==> src/rtl/btpc_pkg.sv <==
`timescale 1ns / 1ps
package btpc_pkg;

  localparam int unsigned NumRegs   = 7;
  localparam int unsigned AddrWidth = 5;
  localparam int unsigned DivSteps  = 32;

  typedef enum logic [2:0] {
    RegT1   = 3'd0,
    RegT2T3 = 3'd1,
    RegP1   = 3'd2,
    RegP2P3 = 3'd3,
    RegP4P5 = 3'd4,
    RegP6P7 = 3'd5,
    RegP8P9 = 3'd6,
    RegNone = 3'd7
  } reg_idx_e;

  typedef struct packed {
    logic [15:0] t1;
    logic [15:0] t2;
    logic [15:0] t3;
    logic [15:0] p1;
    logic [15:0] p2;
    logic [15:0] p3;
    logic [15:0] p4;
    logic [15:0] p5;
    logic [15:0] p6;
    logic [15:0] p7;
    logic [15:0] p8;
    logic [15:0] p9;
  } calib_t;

  // Arithmetic shift right of a 32-bit word by a constant.
  function automatic logic [31:0] asr32(input logic [31:0] a, input int unsigned n);
    asr32 = 32'($signed(a) >>> n);
  endfunction

  // Signed division by 2^n, truncating toward zero.
  function automatic logic [31:0] sdivp2(input logic [31:0] a, input int unsigned n);
    logic [31:0] bias;
    bias = a[31] ? ((32'd1 << n) - 32'd1) : 32'd0;
    sdivp2 = 32'($signed(a + bias) >>> n);
  endfunction

  function automatic logic [31:0] sx16(input logic [15:0] h);
    sx16 = {{16{h[15]}}, h};
  endfunction

endpackage

==> src/rtl/btpc_regs.sv <==
`timescale 1ns / 1ps
module btpc_regs
  import btpc_pkg::*;
(
  input  logic                 clk_i,
  input  logic                 rst_ni,
  input  logic                 psel,
  input  logic                 penable,
  input  logic                 pwrite,
  input  logic [AddrWidth-1:0] paddr,
  input  logic [31:0]          pwdata,
  output logic [31:0]          prdata,
  output logic                 pready,
  output calib_t               calib_o
);

  logic [15:0] t1_q, p1_q;
  logic [31:0] t23_q, p23_q, p45_q, p67_q, p89_q;
  reg_idx_e    idx;
  logic        wr_en;

  assign idx   = (paddr[1:0] == 2'b00) ? reg_idx_e'(paddr[4:2]) : RegNone;
  assign wr_en = psel && penable && pwrite;
  assign pready = 1'b1;

  always_ff @(posedge clk_i or negedge rst_ni) begin
    if (!rst_ni) begin
      t1_q  <= '0;
      p1_q  <= '0;
      t23_q <= '0;
      p23_q <= '0;
      p45_q <= '0;
      p67_q <= '0;
      p89_q <= '0;
    end else if (wr_en) begin
      unique case (idx)
        RegT1:   t1_q  <= pwdata[15:0];
        RegT2T3: t23_q <= pwdata;
        RegP1:   p1_q  <= pwdata[15:0];
        RegP2P3: p23_q <= pwdata;
        RegP4P5: p45_q <= pwdata;
        RegP6P7: p67_q <= pwdata;
        RegP8P9: p89_q <= pwdata;
        default: ;
      endcase
    end
  end

  always_comb begin
    unique case (idx)
      RegT1:   prdata = {16'd0, t1_q};
      RegT2T3: prdata = t23_q;
      RegP1:   prdata = {16'd0, p1_q};
      RegP2P3: prdata = p23_q;
      RegP4P5: prdata = p45_q;
      RegP6P7: prdata = p67_q;
      RegP8P9: prdata = p89_q;
      default: prdata = '0;
    endcase
  end

  assign calib_o = '{t1: t1_q, t2: t23_q[15:0], t3: t23_q[31:16], p1: p1_q,
                     p2: p23_q[15:0], p3: p23_q[31:16], p4: p45_q[15:0],
                     p5: p45_q[31:16], p6: p67_q[15:0], p7: p67_q[31:16],
                     p8: p89_q[15:0], p9: p89_q[31:16]};

endmodule

==> config.mk <==
export PLATFORM = sky130hd
export DESIGN_NAME = btpc_regs
export DESIGN_NICKNAME = d
export VERILOG_FILES = /design/src/rtl/btpc_pkg.sv /design/src/rtl/btpc_regs.sv
export SDC_FILE = /design/constraint.sdc
export NUM_CORES = 1
export LEC_CHECK = 0
export BUFFER_PORTS_ARGS = -buffer_cell sky130_fd_sc_hd__buf_2
export CORE_MARGIN = 3
export CORE_UTILIZATION = 50
export DETAILED_ROUTE_END_ITERATION = 10
export GPL_ROUTABILITY_DRIVEN = 0
export PLACE_DENSITY = 0.78
export SLEW_MARGIN = 20
export SYNTH_ARGS = -nofsm -noshare
export SYNTH_HDL_FRONTEND = slang
export SYNTH_SLANG_ARGS = --single-unit
==> constraint.sdc <==
create_clock -name clk_i -period 4.9 [get_ports clk_i]
set_input_delay 0.98 -clock clk_i [delete_from_list [all_inputs] [get_ports clk_i]]
set_output_delay 0.98 -clock clk_i [all_outputs]
set_load 0.02 [all_outputs]
; Yosys cells after proc, flatten, opt, wreduce, memory -nomap -nowiden
; Cells that the tools add are included.
[word_totals]
regBits = 192
input_bits = 42
out_inout_bits = 225
elab_cells = 26
[classes]
eq_ne = 6
muxes = 2
reduce_logical = 11
[ops]
columns = op, n
row1 = case mux 32 bit (7 select lines), 1
row2 = AND reduction 2 bit, 7
row3 = "== test 3 bit, second input constant", 3
row4 = "== test 3 x 2 -> 1 bit, second input constant", 2
row5 = "== test 3 x 1 -> 1 bit, second input constant", 1
row6 = logical NOT 3 bit, 1
row7 = two-way mux 3 bit, 1
row8 = logical AND 1 bit, 2
row9 = logical NOT 2 bit, 1

; Logic depth before layout (Yosys ltp)
; Gate-level depths: netlist (run 1).
[depth]
depth_word = 4
mapped_depth = 6
ltp_nobuf = 3

; Least setup slack after synthesis (run 1)
; OpenSTA, ideal clock, no wires.
[synth_timing]
path_type = input -> output
startpoint = input port paddr[2]
endpoint = output port prdata[10]
arrival_time_ns = 2.565
required_time_ns = 3.920
path_slack_ns = 1.355
cell_stages = 6
n_path_buf = 3
cell_sequence = clkbuf_1 > or4b_2 > clkbuf_1 > clkbuf_1 > o22a_1 > o21ai_0
[synth_via]
elab_chain_len = 3
word_cells_on_any_way = 9
cone_classes = eq/ne (6) / mux (2) / reduce/logical (1)
[synth_rtl]
columns = item, line
row1 = "start, declared", btpc_regs.sv:10  ; input logic [AddrWidth-1:0] paddr,
row2 = two-way mux 3 bit (*), btpc_regs.sv:22  ; assign idx = (paddr[1:0] == 2'b00) ? reg_idx_e'(paddr[4:2]) : RegNone;
row3 = "== test 3 bit, or another cell as far along", btpc_regs.sv:50  ; unique case (idx)
row4 = case mux 32 bit (7 select lines) (*), btpc_regs.sv:50
row5 = "end, declared", btpc_regs.sv:12  ; output logic [31:0] prdata,
; Mark *: on every way between the ends. The rest lies on a longest branch, timed or not.

; Worst setup path after layout (run 1)
[layout_timing]
startpoint = input port paddr[3]
endpoint = output port prdata[14]
; The elaborated chain is that of the path after synthesis.

==> key figures, run 1 <==
Status
  • Status: finished, final reports clean

Drt
  • Routed vias: 6350
  • Vias/cell: 5.77
  • DR pass1 iterations: 4
  • Mean routed wirelength per cell: 22.6 um
  • Final wirelength: 24800 um
  • DRT iter0 DRCs: 308
  • ANT nets after route: 0
  • DR DRC count: 0

Power
  • Leak Pwr: 6.15 nW
  • VDD IR max: 0.245 mV
  • Logic pwr share: 15.4%
  • Cell area power density: 374 mW/mm^2
  • Sw frac: 27.2%
  • Net Switching: 0.00112 W
  • Sequential power share: 44.3%
  • Clk pwr share: 40.3%
  • Pint: 0.00300 W

Die
  • Boundary Pins: 267
  • Die W: 138 um
  • Initial Util: 52.0%
  • Die H: 138 um
  • Core Region: 0.0168 sq mm
  • Die area: 0.0191 sq mm
  • # rows: 47

Synth
  • Synth Area per Inst: 14.5 sq um
  • Yosys top cell by area: dfrtp_1
  • Yosys cell types: 34
  • Synth top area cells: dfrtp_1 55%, mux2_2 23%, mux2i_1 6.5%
  • Synth Warn #: 0
  • Mapped Area: 0.00874 sq mm
  • Mapped Nets: 645
  • Seq/Total Area, Yosys: 55.0%
  • Synthesized netlist cell count: 603
  • Yosys reg bits: 192
  • Area share of the largest cell type after synthesis: 55.0%

CTS
  • Clock Path Buffers: 2
  • Clk pin slew, worst setup/hold paths: 70 ps
  • Clock Sinks: 192
  • Clk_lat worst skew: 430 ps
  • CTS tree: built
  • Max H-tree Level: 4
  • Post-CTS setup buffers: 0
  • CTS hold repair buffers: 0
  • Resize count post-CTS: 0
  • Root buf cell: clkbuf_16
  • Total CTS buffers: 17

Global routing
  • Vias in the first global route: 6653
  • GRT Overall Usage: 25.9%
  • Number of antenna violations at the first check in global routing: 3
  • First-pass GRT wire length: 39100 um
  • Total gr overflow: 0
  • Largest net degree at the start of global routing: 102

Setup path
  • Required time of the critical path: 3920 ps
  • Worst setup EP type: output port
  • CP endpoint: prdata[14]
  • Reg2Reg Capture Point: p45_q[23]$_DFFE_PN0P_
  • Max stage delay on crit path: 1050 ps
  • Worst-path fanout max: 25
  • CP Cell Sequence: buf_2 -> or4b_2 -> o22a_1 -> o21ai_0 -> buf_2
  • Delay-heaviest family, CP: simple AND/OR/NAND/NOR gates
  • WP buf/inv: 2
  • Most used cell, CP: buf_2
  • R2R depth: 1
  • Reg-to-reg slack, setup: 4070 ps
  • Worst r2r src: p45_q[23]$_DFFE_PN0P_
  • Crit path kind: in2out
  • CP Launch Point: paddr[3]
  • Critical Path Source Type: primary input
  • Data arrival, critical path: 2910 ps
  • CP max stage cell: or4b_2
  • Crit path depth: 5

STA
  • Setup Skew: 0 ps
  • Fmax: 257 MHz
  • Slew HR: 28.0%
  • Final Hold Fails: 0
  • Slew Limit Fails: 0
  • RSZ-0062 raised after global routing: no
  • # setup viols final: 0
  • Final hold slack: 520 ps
  • Worst-Margin Slew: 1080 ps
  • Min Tclk post-route: 3890 ps
  • Setup TNS: 0 ps
  • Fin crit share: 79.4%

Layout
  • Commonest non-fill, non-tap cell in the layout: buf_2
  • Nets: 908
  • Fin cells: 1100
  • Util after Layout: 65.5%
  • Share of layout cells above drive strength 1: 57.3%
  • Design Area, Final: 0.0110 sq mm
  • Fillers: 1299
  • Area growth syn-to-layout: 25.9%
  • Most frequent cells in the layout: 264 x buf_2, 192 x dfrtp_1, 181 x mux2_2

Placed design
  • DP HPWL: 17300 um
  • Placed cell areas: 0.0103 sq mm
  • Dpl cells: 1067
  • Port buffer count: 265

Worst hold path
  • Min-Delay Path Class: reg2reg

Run
  • Maximum Capacitance Violations: 0
[metal layers]
layer | share of wire, % | vias to the layer above | GRT usage, %
met1 | 42 | 3221 | 34.4
met2 | 47 | 306 | 41.8
met4 | 1.3 | 4 | 7.23
met3 | 9.1 | 29 | 7.91
li1 | - | 2790 | -
met5 | 0.11 | - | 0
[cell type report]
type,count,area (sq um),area share (%)
inverters,1,3.75,0.0341
multi-input cells,371,3730,33.9
clock inverters,14,272,2.47
well taps,220,275,2.50
diodes,1,2.50,0.0227
flip-flops and latches,192,4800,43.6
repair buffers,283,1480,13.5
clock buffers,18,439,3.99
[logic make-up (layout without fill, tap and decap cells)]
group	after synthesis	count (layout)	synth area share, %
flops	192	192	55.0
simple gates	25	25	2.10
compound gates	79	79	6.88
other cells	1	2	0.0429
mux	266	266	33.4
buf+inv	40	316	2.56
[cell usage after synthesis]
cell / count
buf_4: 8
or3_1: 1
o22ai_1: 15
and3_1: 2
or4b_2: 1
mux2_1: 28
a21o_1: 15
clkbuf_1: 13
nor3_2: 1
nor2_1: 5
nand3_1: 2
o21ai_0: 10
a32o_1: 6
buf_1: 3
dfrtp_1: 192
conb_1: 1
a22oi_1: 10
nor2b_1: 2
mux2i_1: 57
nor3_1: 1
or4b_4: 1
or3b_1: 1
o2bb2ai_1: 6
mux2_2: 181
nor2_2: 2
nand4_1: 2
inv_1: 1
nor4b_1: 1
o22a_1: 10
buf_6: 4
nor3_4: 2
or4b_1: 1
a221o_1: 7
buf_2: 11
[worst min path at each step]
| stage | startpoint | end | slack (ps) | depth (start not counted) |
|---|---|---|---|---|
| final | p45_q[1]$_DFFE_PN0P_ | p45_q[1]$_DFFE_PN0P_ | 520 | 1 |
| after global routing | p45_q[10]$_DFFE_PN0P_ | p45_q[10]$_DFFE_PN0P_ | 550 | 1 |
| after CTS | p45_q[10]$_DFFE_PN0P_ | p45_q[10]$_DFFE_PN0P_ | 520 | 1 |
| after detailed placement | p1_q[3]$_DFFE_PN0P_ | p1_q[3]$_DFFE_PN0P_ | 500 | 1 |
| after global placement | p45_q[9]$_DFFE_PN0P_ | p45_q[9]$_DFFE_PN0P_ | 490 | 1 |
| after floorplan | p89_q[6]$_DFFE_PN0P_ | p89_q[6]$_DFFE_PN0P_ | 620 | 1 |
[stage by stage]
| stage | setup WS, ps | total power, W |
|---|---|---|
| after detailed placement | 968 | 0.00249 |
| after global placement | 979 | 0.00248 |
| after global routing | 921 | 0.00426 |
| after floorplan | 1360 | 0.00220 |
| after CTS | 971 | 0.00414 |
| final | 1010 | 0.00412 |
[power by group through the flow]
stage	combinational [W]	clock (W)	sequential (W)
3_3_place_gp	0.000631	0	0.00184
3_5_place_dp	0.000639	0	0.00185
6_report	0.000634	0.00166	0.00182
4_1_cts	0.000642	0.00168	0.00182
2_1_floorplan	0.000209	0	0.00199
5_1_grt	0.000679	0.00174	0.00184
[sequential cells by signal, indices dropped and copies added, names as in the netlist]
name   count
t23_q     32
p67_q     32
p45_q     32
p23_q     32
p89_q     32
p1_q      16
t1_q      16
Power figures use the tool's default switching activity.
==> run 2, diff against run 1 <==
clock period = 4 ns   (was 4.9 ns; I/O delays follow)
==> run 2 against run 1 <==
Effect of this change: cell count increased by 0.27%; combinational power increased by 23%; clock skew unchanged; hold slack got worse by 110 ps; wire length increased by 1.1%; design area decreased by 0.72%; critical path depth unchanged; sequential power increased by 23%; global-route usage increased by 0.11 points; clock power about the same; core utilization decreased by 0.47 points; critical endpoint is now prdata[12]; largest cell class unchanged; highest routed layer unchanged.
==> key figures, run 2 (synthesized netlist as in run 1, its figures left out) <==
Global routing
  • Vias in the first global route: 6589 (-0.96%)
  • First-pass GRT wire length: 39100 um (unchanged)
  • Largest net degree at the start of global routing: 85 (-17%)
  • GRT Overall Usage: 26.1% (+0.11 points)
  • Number of antenna violations at the first check in global routing: 3 (unchanged)
  • Total gr overflow: 0 (unchanged)

Power
  • Leak Pwr: 6.12 nW (-0.56%)
  • VDD IR max: 0.286 mV (+17%)
  • Cell area power density: 425 mW/mm^2 (+14%)

Placed design
  • DP HPWL: 17700 um (+2.3%)
  • Port buffer count: 265 (unchanged)
  • Dpl cells: 1070 (+0.28%)
  • Worst slack at placement: 467 ps (-501 ps)

Setup path
  • Required time of the critical path: 3200 ps (-720 ps)
  • Data arrival, critical path: 2760 ps (-150 ps)
  • CP max stage cell: or4b_2
  • R2R depth: 1 (unchanged)
  • CP Cell Sequence: buf_2 -> or4b_2 -> o22a_1 -> o21ai_0 -> buf_2
  • Critical Path Source Type: primary input
  • Max stage delay on crit path: 1020 ps (-30 ps)
  • Crit path kind: in2out
  • Most used cell, CP: buf_2
  • Worst setup EP type: output port
  • Worst-path fanout max: 25 (unchanged)

CTS
  • CTS hold repair buffers: 0 (unchanged)
  • Total CTS buffers: 17 (unchanged)
  • Clk_lat worst skew: 430 ps (about the same)
  • CTS tree: built
  • Post-CTS setup buffers: 0 (unchanged)
  • Clock Sinks: 192 (unchanged)
  • Root buf cell: clkbuf_16
  • Max H-tree Level: 4 (unchanged)
  • Clk pin slew, worst setup/hold paths: 70 ps (about the same)
  • Clock Path Buffers: 2 (unchanged)
  • Resize count post-CTS: 0 (unchanged)

Drt
  • Routed vias: 6364 (+0.22%)
  • DRT iter0 DRCs: 251 (-19%)
  • Final wirelength: 25100 um (+1.1%)
  • Mean routed wirelength per cell: 22.8 um (+0.85%)
  • ANT nets after route: 0 (unchanged)
  • Vias/cell: 5.77 (about the same)
  • DR DRC count: 0 (unchanged)
  • DR pass1 iterations: 4 (unchanged)

Worst hold path
  • Min-Delay Path Class: in2async

STA
  • RSZ-0062 raised after global routing: no
  • Final worst-path setup slack: 440 ps (-569 ps)
  • Fmax: 281 MHz
  • Setup Skew: 0 ps (unchanged)
  • Final Hold Fails: 0 (unchanged)
  • Final hold slack: 406 ps (-114 ps)
  • Worst-Margin Slew: 1020 ps (-57.2 ps)
  • Fin crit share: 89.0%
  • Min Tclk post-route: 3560 ps
  • # setup viols final: 0 (unchanged)
  • Slew Limit Fails: 0 (unchanged)
  • Slew HR: 31.7% (+3.8 points)
  • Setup TNS: 0 ps (unchanged)

Die
  • Die H: 138 um (unchanged)
  • Core Region: 0.0168 sq mm (unchanged)
  • Initial Util: 52.0% (unchanged)
  • Die W: 138 um (unchanged)
  • Boundary Pins: 267 (unchanged)
  • # rows: 47 (unchanged)
  • Die area: 0.0191 sq mm (unchanged)

Status
  • Status: finished, final reports clean

Run
  • Maximum Capacitance Violations: 0 (unchanged)

Layout
  • Commonest non-fill, non-tap cell in the layout: buf_2
  • Share of layout cells above drive strength 1: 57.5% (+0.15 points)
  • Nets: 911 (+0.33%)
  • Area growth syn-to-layout: 25.0%
  • Fin cells: 1103 (+0.27%)
  • Most frequent cells in the layout: 264 x buf_2, 192 x dfrtp_1, 181 x mux2_2
  • Fillers: 1306 (+0.54%)
run 2: cell types whose count changed in the layout (fill, tap and decap cells not counted), sizes merged:
cell / change
buf: +3
bufinv: -7
clkbuf: +1
clkinv: +6
inv: +1
clkinvlp: -1
run 2: worst max-delay path, delay by kind of cell:
kind	cells	cell delay, ps
AO/OA/AOI/OAI	2	460
buffers and inverters	2	470
AND/OR/NAND/NOR	1	1020
run 2: area by class of cell:
cell class / instances / area (sq um) / area share (%)
inverters: 1 / 3.75 / 0.0343
repair buffers: 286 / 1540 / 14.1
well taps: 220 / 275 / 2.52
clock buffers: 19 / 453 / 4.14
diodes: 1 / 2.50 / 0.0229
multi-input cells: 371 / 3730 / 34.1
clock inverters: 13 / 119 / 1.09
flip-flops and latches: 192 / 4800 / 44.0
run 2: stage by stage:
step	util, %	cell area [sq um]	power [W]
2_1_floorplan	-	8740	0.00269
3_3_place_gp	61.6	10400	0.00304
3_5_place_dp	61.6	10400	0.00305
4_1_cts	65.0	10900	0.00468
5_1_grt	65.0	10900	0.00484
6_report	65.0	10900	0.00465
run 2: metal layers:
metal,up-vias,routed length (um),global-route usage [%]
li1,2803,-,-
met1,3239,10900,34.3
met2,285,11800,42.4
met3,33,1990,8.25
met4,4,374,6.50
met5,-,27,0
run 2: final timing paths:
kind / start / endpoint / slack, ps
max: paddr[2] / prdata[12] / 440
min: rst_ni / p23_q[20]$_DFFE_PN0P_ / 410
max reg2reg: t23_q[22]$_DFFE_PN0P_ / t23_q[22]$_DFFE_PN0P_ / 3160
min reg2reg: p1_q[9]$_DFFE_PN0P_ / p1_q[9]$_DFFE_PN0P_ / 510
max in group asynchronous: rst_ni / p23_q[10]$_DFFE_PN0P_ / 2700
min in group clk_i: p1_q[9]$_DFFE_PN0P_ / p1_q[9]$_DFFE_PN0P_ / 510
run 2: report_power, final:
| part | leakage [nW] | total (W) | internal (W) | switching (W) |
|---|---|---|---|---|
| combinational | 3.22 | 0.000781 | 0.000305 | 0.000476 |
| clock | 0.282 | 0.00163 | 0.000854 | 0.000778 |
| sequential | 2.61 | 0.00223 | 0.00210 | 0.000132 |
